**src/pfep_pkg.sv**
```systemverilog
package pfep_pkg;

  localparam int WORD_BITS   = 64;
  localparam int WID_W       = 7;
  localparam int FILL_W      = 6;
  localparam int QUEUE_DEPTH = 4;
  localparam int QPTR_W      = 2;
  localparam int QCNT_W      = 3;
  localparam int REG_IDX_W   = 3;
  localparam int OUT_DATA_W  = 80;
  localparam int OUT_USER_W  = 3;

  localparam logic [WID_W-1:0] FULL_WIDTH = 7'd64;

  localparam logic [1:0] STREAM_MAIN = 2'd0;
  localparam logic [1:0] STREAM_LOW  = 2'd1;
  localparam logic [1:0] STREAM_HIGH = 2'd2;

  localparam logic KIND_CLASS = 1'b0;
  localparam logic KIND_WORD  = 1'b1;

  localparam logic [REG_IDX_W-1:0] REG_WINDOW_BASE  = 3'd0;
  localparam logic [REG_IDX_W-1:0] REG_WINDOW_LIMIT = 3'd1;
  localparam logic [REG_IDX_W-1:0] REG_GLOBAL_MIN   = 3'd2;
  localparam logic [REG_IDX_W-1:0] REG_MAIN_WIDTH   = 3'd3;
  localparam logic [REG_IDX_W-1:0] REG_LOW_WIDTH    = 3'd4;
  localparam logic [REG_IDX_W-1:0] REG_HIGH_WIDTH   = 3'd5;
  localparam logic [REG_IDX_W-1:0] REG_MIDDLE_MODE  = 3'd6;
  localparam logic [REG_IDX_W-1:0] REG_LOW_ENABLED  = 3'd7;

  typedef struct packed {
    logic [1:0]           stream;
    logic                 in_window;
    logic                 below_base;
    logic                 overflow;
    logic [WORD_BITS-1:0] bits;
    logic [WID_W-1:0]     width;
    logic                 last;
  } item_t;

endpackage

```
**src/pfep_front.sv**
```systemverilog
module pfep_front
  import pfep_pkg::*;
(
  input  logic                 clk,
  input  logic                 rst,
  input  logic                 cfg_we,
  input  logic [REG_IDX_W-1:0] cfg_index,
  input  logic [WORD_BITS-1:0] cfg_wdata,
  input  logic [WORD_BITS-1:0] value,
  input  logic                 last_item,
  output item_t                item
);

  logic [WORD_BITS-1:0] window_base;
  logic [WORD_BITS-1:0] window_limit;
  logic [WORD_BITS-1:0] global_minimum;
  logic [WID_W-1:0]     main_width;
  logic [WID_W-1:0]     low_width;
  logic [WID_W-1:0]     high_width;
  logic                 middle_mode;
  logic                 low_enabled;

  logic                 in_win;
  logic                 go_low;
  logic [WORD_BITS-1:0] offset;
  logic [WORD_BITS-1:0] diff;
  logic [WID_W-1:0]     w_raw;
  logic [WID_W-1:0]     w_clamp;
  logic [WORD_BITS-1:0] mask;

  always_ff @(posedge clk) begin
    if (rst) begin
      window_base    <= '0;
      window_limit   <= '0;
      global_minimum <= '0;
      main_width     <= '0;
      low_width      <= '0;
      high_width     <= '0;
      middle_mode    <= 1'b0;
      low_enabled    <= 1'b0;
    end else if (cfg_we) begin
      case (cfg_index)
        REG_WINDOW_BASE:  window_base    <= cfg_wdata;
        REG_WINDOW_LIMIT: window_limit   <= cfg_wdata;
        REG_GLOBAL_MIN:   global_minimum <= cfg_wdata;
        REG_MAIN_WIDTH:   main_width     <= cfg_wdata[WID_W-1:0];
        REG_LOW_WIDTH:    low_width      <= cfg_wdata[WID_W-1:0];
        REG_HIGH_WIDTH:   high_width     <= cfg_wdata[WID_W-1:0];
        REG_MIDDLE_MODE:  middle_mode    <= cfg_wdata[0];
        REG_LOW_ENABLED:  low_enabled    <= cfg_wdata[0];
        default: ;
      endcase
    end
  end

  always_comb begin
    in_win = (value >= window_base) && (value < window_limit);
    go_low = middle_mode ? (value < window_base) : low_enabled;
    item.stream     = STREAM_HIGH;
    item.below_base = 1'b0;
    offset          = window_limit;
    w_raw           = high_width;
    if (in_win) begin
      item.stream = STREAM_MAIN;
      offset      = window_base;
      w_raw       = main_width;
    end else if (go_low) begin
      item.stream     = STREAM_LOW;
      item.below_base = middle_mode;
      offset          = global_minimum;
      w_raw           = low_width;
    end
    diff    = value - offset;
    w_clamp = (w_raw > FULL_WIDTH) ? FULL_WIDTH : w_raw;
    mask    = (w_clamp == FULL_WIDTH) ? '1 : ((WORD_BITS'(1) << w_clamp) - WORD_BITS'(1));
    item.in_window = in_win;
    item.overflow  = |(diff & ~mask);
    item.bits      = diff & mask;
    item.width     = w_clamp;
    item.last      = last_item;
  end

endmodule

```
**src/pfep_fifo.sv**
```systemverilog
module pfep_fifo
  import pfep_pkg::*;
(
  input  logic  clk,
  input  logic  rst,
  input  logic  push,
  input  item_t push_item,
  output logic  full,
  input  logic  pop,
  output logic  head_valid,
  output item_t head_item
);

  item_t             entries [QUEUE_DEPTH];
  logic [QPTR_W-1:0] wr_ptr;
  logic [QPTR_W-1:0] rd_ptr;
  logic [QCNT_W-1:0] count;

  assign full       = (count == QCNT_W'(QUEUE_DEPTH));
  assign head_valid = (count != '0);
  assign head_item  = entries[rd_ptr];

  always_ff @(posedge clk) begin
    if (push) begin
      entries[wr_ptr] <= push_item;
    end
  end

  always_ff @(posedge clk) begin
    if (rst) begin
      wr_ptr <= '0;
      rd_ptr <= '0;
      count  <= '0;
    end else begin
      if (push) begin
        wr_ptr <= wr_ptr + QPTR_W'(1);
      end
      if (pop) begin
        rd_ptr <= rd_ptr + QPTR_W'(1);
      end
      case ({push, pop})
        2'b10:   count <= count + QCNT_W'(1);
        2'b01:   count <= count - QCNT_W'(1);
        default: count <= count;
      endcase
    end
  end

endmodule

```
**src/pfep_back.sv**
```systemverilog
module pfep_back
  import pfep_pkg::*;
(
  input  logic                  clk,
  input  logic                  rst,
  input  logic                  head_valid,
  input  item_t                 head_item,
  output logic                  pop,
  output logic                  m_tvalid,
  input  logic                  m_tready,
  output logic [OUT_DATA_W-1:0] m_tdata,
  output logic [OUT_USER_W-1:0] m_tuser,
  output logic                  m_tlast
);

  typedef enum logic [2:0] {
    PH_CLASS = 3'b001,
    PH_WORD  = 3'b010,
    PH_FLUSH = 3'b100
  } phase_t;

  phase_t               phase;
  phase_t               phase_next;
  logic [WORD_BITS-1:0] acc  [3];
  logic [FILL_W-1:0]    fill [3];
  logic [WORD_BITS-1:0] word_hold;

  logic                 adv;
  logic [1:0]           flush_idx;
  logic                 flush_more;
  logic [1:0]           sel;
  logic [WORD_BITS-1:0] sel_acc;
  logic [FILL_W-1:0]    sel_fill;
  logic [WID_W-1:0]     sum;
  logic [WID_W-1:0]     spill;
  logic                 word_full;
  logic [WORD_BITS-1:0] pk_word;
  logic [WORD_BITS-1:0] pk_acc;
  logic [FILL_W-1:0]    pk_fill;
  logic                 any_post;
  logic                 any_fill;
  logic                 further;

  logic                 o_kind;
  logic [1:0]           o_stream;
  logic                 o_inw;
  logic                 o_below;
  logic                 o_ovf;
  logic [WORD_BITS-1:0] o_word;
  logic [WID_W-1:0]     o_bits;

  assign adv = head_valid && (!m_tvalid || m_tready);

  always_comb begin
    if (fill[0] != '0) begin
      flush_idx  = STREAM_MAIN;
      flush_more = (fill[1] != '0) || (fill[2] != '0);
    end else if (fill[1] != '0) begin
      flush_idx  = STREAM_LOW;
      flush_more = (fill[2] != '0);
    end else begin
      flush_idx  = STREAM_HIGH;
      flush_more = 1'b0;
    end
    sel      = (phase == PH_FLUSH) ? flush_idx : head_item.stream;
    sel_acc  = acc[sel];
    sel_fill = fill[sel];
    any_fill = (fill[0] != '0) || (fill[1] != '0) || (fill[2] != '0);

    sum       = {1'b0, sel_fill} + head_item.width;
    word_full = (head_item.width != '0) && (sum >= FULL_WIDTH);
    spill     = sum - FULL_WIDTH;
    pk_word   = sel_acc | (head_item.bits >> spill);
    if (word_full) begin
      pk_acc  = head_item.bits << (FULL_WIDTH - spill);
      pk_fill = spill[FILL_W-1:0];
    end else if (head_item.width != '0) begin
      pk_acc  = sel_acc | (head_item.bits << (FULL_WIDTH - sum));
      pk_fill = sum[FILL_W-1:0];
    end else begin
      pk_acc  = sel_acc;
      pk_fill = sel_fill;
    end
    any_post = (pk_fill != '0);
    for (int t = 0; t < 3; t++) begin
      if (2'(t) != head_item.stream && fill[t] != '0) begin
        any_post = 1'b1;
      end
    end

    o_kind     = KIND_WORD;
    o_stream   = head_item.stream;
    o_inw      = 1'b0;
    o_below    = 1'b0;
    o_ovf      = 1'b0;
    o_word     = '0;
    o_bits     = '0;
    further    = 1'b0;
    phase_next = PH_CLASS;
    pop        = 1'b0;
    case (phase)
      PH_CLASS: begin
        o_kind  = KIND_CLASS;
        o_inw   = head_item.in_window;
        o_below = head_item.below_base;
        o_ovf   = head_item.overflow;
        if (word_full) begin
          further    = 1'b1;
          phase_next = PH_WORD;
        end else if (head_item.last && any_post) begin
          further    = 1'b1;
          phase_next = PH_FLUSH;
        end
      end
      PH_WORD: begin
        o_word = word_hold;
        o_bits = FULL_WIDTH;
        if (head_item.last && any_fill) begin
          further    = 1'b1;
          phase_next = PH_FLUSH;
        end
      end
      PH_FLUSH: begin
        o_stream = flush_idx;
        o_word   = sel_acc;
        o_bits   = {1'b0, sel_fill};
        if (flush_more) begin
          further    = 1'b1;
          phase_next = PH_FLUSH;
        end
      end
      default: ;
    endcase
    pop = adv && !further;
  end

  always_ff @(posedge clk) begin
    if (rst) begin
      phase    <= PH_CLASS;
      m_tvalid <= 1'b0;
      for (int t = 0; t < 3; t++) begin
        acc[t]  <= '0;
        fill[t] <= '0;
      end
    end else begin
      if (adv) begin
        phase    <= phase_next;
        m_tvalid <= 1'b1;
        case (phase)
          PH_CLASS: begin
            acc[sel]  <= pk_acc;
            fill[sel] <= pk_fill;
          end
          PH_FLUSH: begin
            acc[sel]  <= '0;
            fill[sel] <= '0;
          end
          default: ;
        endcase
      end else if (m_tready) begin
        m_tvalid <= 1'b0;
      end
    end
  end

  always_ff @(posedge clk) begin
    if (adv) begin
      if (phase == PH_CLASS) begin
        word_hold <= pk_word;
      end
      m_tdata <= {{(OUT_DATA_W - 3 - WORD_BITS - WID_W){1'b0}},
                  o_bits, o_word, o_ovf, o_below, o_inw};
      m_tuser <= {o_stream, o_kind};
      m_tlast <= !further;
    end
  end

endmodule

```
**src/pfor_exception_packer_top.sv**
```systemverilog
// Channel   Direction  Signals                      Contents (lowest bit first)
// s         in         s_tvalid s_tready s_tdata    tdata: value[63:0]
//                      s_tlast                      tlast: last_item
// m         out        m_tvalid m_tready m_tdata    tdata: in_window, below_base, overflow,
//                      m_tuser m_tlast                     word[63:0], valid_bits[6:0], pad
//                                                   tuser: record_kind, stream[1:0]
// cfg       in         cfg_we cfg_index cfg_wdata   register index 0..7, write on cfg_we
//
// One output transaction per cycle while m is ready; each value causes one to five results,
// issued in turn from the single output register of the packer.
// Classification is combinational into a four-entry queue.
// Reset clears the configuration, the queue and the three stream accumulators.
// A stall on m holds the packer; s stays open until the queue fills.
module pfor_exception_packer_top
  import pfep_pkg::*;
(
  input  logic                  clk,
  input  logic                  rst,
  input  logic                  cfg_we,
  input  logic [REG_IDX_W-1:0]  cfg_index,
  input  logic [WORD_BITS-1:0]  cfg_wdata,
  input  logic                  s_tvalid,
  output logic                  s_tready,
  input  logic [WORD_BITS-1:0]  s_tdata,    // value
  input  logic                  s_tlast,
  output logic                  m_tvalid,
  input  logic                  m_tready,
  output logic [OUT_DATA_W-1:0] m_tdata,    // in_window, below_base, overflow, word, valid_bits
  output logic [OUT_USER_W-1:0] m_tuser,    // record_kind, stream
  output logic                  m_tlast
);

  item_t front_item;
  item_t head_item;
  logic  q_full;
  logic  head_valid;
  logic  pop;
  logic  push;

  assign s_tready = !q_full;
  assign push     = s_tvalid && !q_full;

  pfep_front u_front (
    .clk       (clk),
    .rst       (rst),
    .cfg_we    (cfg_we),
    .cfg_index (cfg_index),
    .cfg_wdata (cfg_wdata),
    .value     (s_tdata),
    .last_item (s_tlast),
    .item      (front_item)
  );

  pfep_fifo u_fifo (
    .clk        (clk),
    .rst        (rst),
    .push       (push),
    .push_item  (front_item),
    .full       (q_full),
    .pop        (pop),
    .head_valid (head_valid),
    .head_item  (head_item)
  );

  pfep_back u_back (
    .clk        (clk),
    .rst        (rst),
    .head_valid (head_valid),
    .head_item  (head_item),
    .pop        (pop),
    .m_tvalid   (m_tvalid),
    .m_tready   (m_tready),
    .m_tdata    (m_tdata),
    .m_tuser    (m_tuser),
    .m_tlast    (m_tlast)
  );

endmodule
```
**config.mk**
```make
export PLATFORM = sky130hd
export DESIGN_NAME = pfor_exception_packer_top
export DESIGN_NICKNAME = d
export VERILOG_FILES = /design/src/pfep_pkg.sv /design/src/pfep_front.sv /design/src/pfep_fifo.sv /design/src/pfep_back.sv /design/src/pfor_exception_packer_top.sv
export SDC_FILE = /design/constraint.sdc
export NUM_CORES = 2
export LEC_CHECK = 0
export ABC_AREA = 1
export BUFFER_PORTS_ARGS = -buffer_cell sky130_fd_sc_hd__buf_2
export CAP_MARGIN = 0
export CORE_MARGIN = 2
export CORE_UTILIZATION = 55
export CTS_CLUSTER_SIZE = 24
export DETAILED_ROUTE_END_ITERATION = 8
export PLACE_DENSITY_LB_ADDON = 0.1
export RECOVER_POWER = 25
export REMOVE_ABC_BUFFERS = 1
export SLEW_MARGIN = 20
export SYNTH_ARGS = -nofsm -noshare
export SYNTH_HDL_FRONTEND = slang
export SYNTH_HIERARCHICAL = 1
export SYNTH_SLANG_ARGS = --single-unit
```
**constraint.sdc**
```tcl
create_clock -name clk -period 13.5 [get_ports clk]
set_input_delay 1.35 -clock clk [delete_from_list [all_inputs] [get_ports clk]]
set_output_delay 1.35 -clock clk [all_outputs]
set_load 0.005 [all_outputs]
```
## Word-level counts from Yosys, hierarchy flattened

Memory sizes are Yosys's and may differ from the RTL's. A register that Yosys moved wholly into a read port is not among the register bits.
Index checks and enable logic that the tools add are counted.

- Bits in registers: 368
- Bits in latches: 0
- Memory bits (writable): 518
- Memory bits (read-only): 0
- Input port bits: 137
- Output and inout port bits: 86
- Word-level logic and storage cells: 163
- Memories: 3

Memories:

| name | words | bits a word | rd ports | clocked after Yosys merged registers in | write ports | line | RTL |
|---|---|---|---|---|---|---|---|
| u_fifo.entries | 4 | 77 | 1 | 1 | 1 | pfep_fifo.sv:14 | `item_t entries [QUEUE_DEPTH];` |
| u_back.acc | 3 | 64 | 1 | 0 | 3 | pfep_back.sv:24 | `logic [WORD_BITS-1:0] acc [3];` |
| u_back.fill | 3 | 6 | 4 | 0 | 3 | pfep_back.sv:25 | `logic [FILL_W-1:0] fill [3];` |

- Add/subtract/negate cells: 10
- Multipliers: 0
- Divide/modulo/power cells: 0
- Order comparisons: 5
- Equality and inequality tests: 16
- Shift operators: 4
- Multiplexer cells: 61
- Bitwise logic cells: 7
- Reductions and logical operators: 39

Operators with widths:

| operator | count |
|---|---|
| two-way mux 64 bit | 7 |
| bitwise AND 64 bit | 2 |
| less-than comparator 64 bit | 2 |
| bitwise OR 64 bit | 2 |
| case mux 64 bit (2 select lines) | 1 |
| OR reduction 64 bit | 2 |
| left shift 64 x 7 -> 64 bit | 2 |
| greater-or-equal comparator 64 bit | 1 |
| NOT 64 bit | 1 |
| left shift 1 x 7 -> 64 bit (first input constant) | 1 |
| >> shifter 64 x 7 -> 64 bit | 1 |
| subtractor 64 x 1 -> 64 bit (second input constant) | 1 |
| subtractor 64 bit | 1 |
| two-way mux 1 bit | 29 |
| two-way mux 6 bit | 4 |
| nonzero test 6 bit | 4 |
| two-way mux 7 bit | 3 |
| == test 3 bit (second input constant) | 6 |
| two-way mux 2 bit | 9 |
| AND reduction 2 bit | 9 |
| case mux 7 bit (2 select lines) | 1 |
| subtractor 7 bit (first input constant) | 2 |
| two-way mux 3 bit | 4 |
| logical AND 1 bit | 10 |
| other kinds (25) | 37 |

## Depth between registers and ports, before layout

An unclocked memory read counts as a cell.

- Depth after elaboration: 22
- Depth in mapped cells: 49
- Gate-level depth less buffers: 47

## By module

Netlist, hierarchy kept.

Modules (own cells, without submodules):

| module | instances | cells an instance | area an instance (um^2) | sequential area each (um^2) |
|---|---|---|---|---|
| pfep_back | 1 | 3370 | 25958.6 | 12752.2 |
| pfep_front | 1 | 3089 | 19502.5 | 4304.1 |
| pfep_fifo | 1 | 803 | 11862.6 | 9429.0 |
| pfor_exception_packer_top | 1 | 3 | 13.8 | 0.0 |

## Least setup slack after synthesis

Ideal clock, no wire load.

- Path kind: input to register
- Start point: in m_tready
- End point: mem u_back.acc[3][0] (enable)
- Library setup time: 521 ps
- Data arrival time: 8191 ps
- Required time: 12979 ps
- Setup slack: 4788 ps
- Stages: 6
- Cells stage by stage: inv_1 -> nand2_1 -> nand2_1 -> nor2_1 -> nand2_1 -> a21oi_1

RTL lines:

| item | line | RTL |
|---|---|---|
| start: declaration | pfor_exception_packer_top.sv:27 | `input logic m_tready,` |
| end: declaration | pfep_back.sv:24 |  |

==> summary.md <==
| Metric | Value |
|---|---|
| Status | finished with violations |
| Failing checks | max-capacitance violations, max-slew violations |
| Period utilisation layout | 75.4% |
| Pin count of the biggest net entering global routing | 132 |
| Nets | 7,605 |
| # setup viols final | 0 |
| Starting DRT DRC Count | 4,810 |
| F_max | 0.0983 GHz |
| Largest family of logic cells by synthesized area | simple AND/OR/NAND/NOR gates |
| Worst-skew pair later-pin latency | 0.69 ns |
| Distinct cells, synth | 77 |
| Area of the multi-input gates | 26,600 sq um |
| Yosys reg bits | 958 |
| Post-CTS Resized | 0 |
| Routed wire per std cell | 21.4 um |
| Post-synthesis adder-cell area fraction | 4.55% |
| Std cell rows | 118 |
| RSZ-0062 raised after global routing | false |
| Worst Path Max Fanout | 79 |
| Post-synth top area share | 38.2% |
| Residual DRC | 0 |
| CTS Root Cell | clkbuf_16 |
| Predominant post-synthesis flop cell | edfxtp_1 |
| CTS tree | done |
| Post-synthesis compound-gate area fraction | 16.1% |
| Most frequent cell on the critical path | nand2_1 |
| Vias per std cell | 5.85 |
| Final Hold Viols | 0 |
| Initial antenna violation count | 0 |
| Sequential-to-total area share from yosys stat | 46.2% |
| Gpl congestion | 1.04 |
| Sequential cell area | 26,500 sq um |
| Fill cells | 9,500 |
| Yosys warns | 6 |
| Yosys top cell by area | edfxtp_1 |
| WHS | 0.449 ns |
| Number of flops mapped to enable cells by yosys | 730 |
| Total Routing Usage GR | 34.3% |
| Crit path time final | 10.18 ns |
| Initial core utilization | 55.4% |
| Slowest stage delay, CP | 2.02 ns |
| Mean Syn Cell Area | 7.89 sq um |
| Die area | 107,000 sq um |
| Post-Synthesis Cells | 7,265 |
| CTS Buf Count | 100 |
| CP Launch Type | flip-flop |
| Slowest-stage cell, CP | clkinvlp_2 |
| Worst setup margin | 3.32 ns |
| Place WS | 4.12 ns |
| First-pass DRT Iterations | 6 |
| Die height | 327 um |
| First-pass GRT wire length | 284,000 um |
| Mapped cell area | 57,300 sq um |
| CTS Hold Bufs | 0 |
| Async S/R FF share, synth | 0% |
| Clock tree sinks | 958 |
| Clock Tree Buf Depth | 3 |
| Postcts setup bufs | 0 |
| Clk slew on worst S/H paths | 0.06 ns |
| Die width | 327 um |
| Core ar. | 103,000 sq um |
| Max cap viols | 16 |
| Worst slew margin | -167% |
| Post-synthesis mux area share | 0.279% |
| Setup Crit Path Kind | flip-flop to flip-flop |
| Ant. Diodes | 0 |
| Worst Clk Skew | 0.0281 ns |
| I/O pins | 223 |
| Post-synth top cells | nand2_1, nor2_1, edfxtp_1 |
| Setup TNS Final | 0 ns |
| Post-Route WL | 186,000 um |
| Share of layout cells above drive strength 1 | 7.94% |
| Placed wire-length estimate | 132,000 um |
| Worst setup EP type | flip-flop |
| Simple-gate share of the synthesized area | 24.0% |
| XOR/XNOR Fraction of Synth Area | 1.11% |
| Count of buffers from port buffering | 216 |
| Synth area leaders | edfxtp_1, nand2_1, dfxtp_1 |
| Crit path DAT | 10.70 ns |
| Max Transition Viols Final | 755 |
| Placed Cells | 8,540 |
| Routed Antenna Nets | 0 |
| Hold WC Path Type | flip-flop to flip-flop |
| Count leader, synth | nand2_1 |
| Area growth syn-to-layout | 8.29% |
| Final std cells w/o fill | 8,725 |
| Data required time of the worst path | 14.02 ns |
| H-tree levels | 3 |
| Worst Tran Pin Value | 4.01 ns |
| Vias in the first global route | 48,500 |
| Overflow after GRT | 0 |
| Via count | 51,100 |
[flip-flops by register name, indices dropped and copies added, names as in the netlist, 2 cells and up, named ones only]
| signal | count |
|---|---|
| u_back/fill | 24 |
| u_back/m_tdata | 74 |
| u_back/word_hold | 64 |
| u_front/main_width | 7 |
| u_front/window_limit | 64 |
| u_fifo/entries | 308 |
| u_fifo/rd_ptr | 2 |
| u_fifo/wr_ptr | 2 |
| u_back/acc | 256 |
| u_back/m_tuser | 3 |
| u_fifo/count | 3 |
| u_front/low_width | 7 |
| u_back/phase | 3 |
| u_front/window_base | 64 |
| u_front/high_width | 7 |
| u_front/global_minimum | 64 |
[critical path, delay by kind of cell, from the launching register on]
kind / cells / cell delay [ns]
compound gates: 5 / 2.64
simple gates: 14 / 2.20
flops: 1 / 0.55
fa+ha+maj: 2 / 0.50
buf+inv: 8 / 4.01
[layout by cell type, fill, tap and decap left out, drive strengths merged, types with 16 or more instances in the layout]
cell type     n
nand2      1769
nor2       1163
edfxtp      730
o21ai       715
inv         679
a21oi       306
nand3       266
buf         246
dfxtp       228
ha          203
clkbuf      168
a211oi      139
nand4       101
o22ai        90
o211ai       50
o221ai       49
a31oi        46
clkinv       46
a22oi        44
xor2         42
a22o         35
nor3         27
xnor2        25
nand3b       20
or2          20
a31o         19
clkinvlp     19
mux2i        16
[metrics by stage]
step	utilization, %	area [sq um]
2_1_floorplan	-	55500
3_3_place_gp	57.1	59100
3_5_place_dp	57.1	59100
4_1_cts	60.1	62200
5_1_grt	60.0	62100
6_report	60.0	62100
[final timing paths]
path / from / endpoint / slack [ns] / cells after the start
worst max-delay path: flip-flop / u_back/acc[0][15]$_SDFFCE_PN0P_ / 3.32 / 29
worst min register to register: u_fifo/rd_ptr[1]$_SDFFE_PP0P_ / flip-flop / 0.45 / 1
worst min-delay path: u_fifo/rd_ptr[1]$_SDFFE_PP0P_ / flip-flop / 0.45 / 1
worst max register to register: flip-flop / u_back/acc[0][15]$_SDFFCE_PN0P_ / 3.32 / 29
[cell families after synthesis]
| kind of cell | count (synthesis) |
|---|---|
| muxes | 16 |
| DFF | 958 |
| buffers and inverters | 1088 |
| adders and majority gates | 207 |
| AOI/OAI and AO/OA | 1553 |
| xor gates and xnor gates | 67 |
| other | 1 |
| and+or+nand+nor | 3375 |
[metal layers]
metal / vias up / track usage [%] / wire, um
li1: 24600 / - / -
met1: 24000 / 44.5 / 76000
met2: 2100 / 57.4 / 88300
met3: 426 / 3.98 / 13000
met4: 0 / 15.9 / 9110
met5: - / 0 / 0
[layout make-up]
type | count | share of cell area, %
multi-input cells | 5224 | 42.8
well taps | 1380 | 2.78
clock buffers | 126 | 4.30
flip-flops and latches | 958 | 42.7
inverters | 690 | 4.19
repair buffers | 288 | 2.51
clock inverters | 59 | 0.758
Power is left out: the tool's default activity adds up to more than one toggle a clock period on the data nets, which glitch-free logic cannot reach.
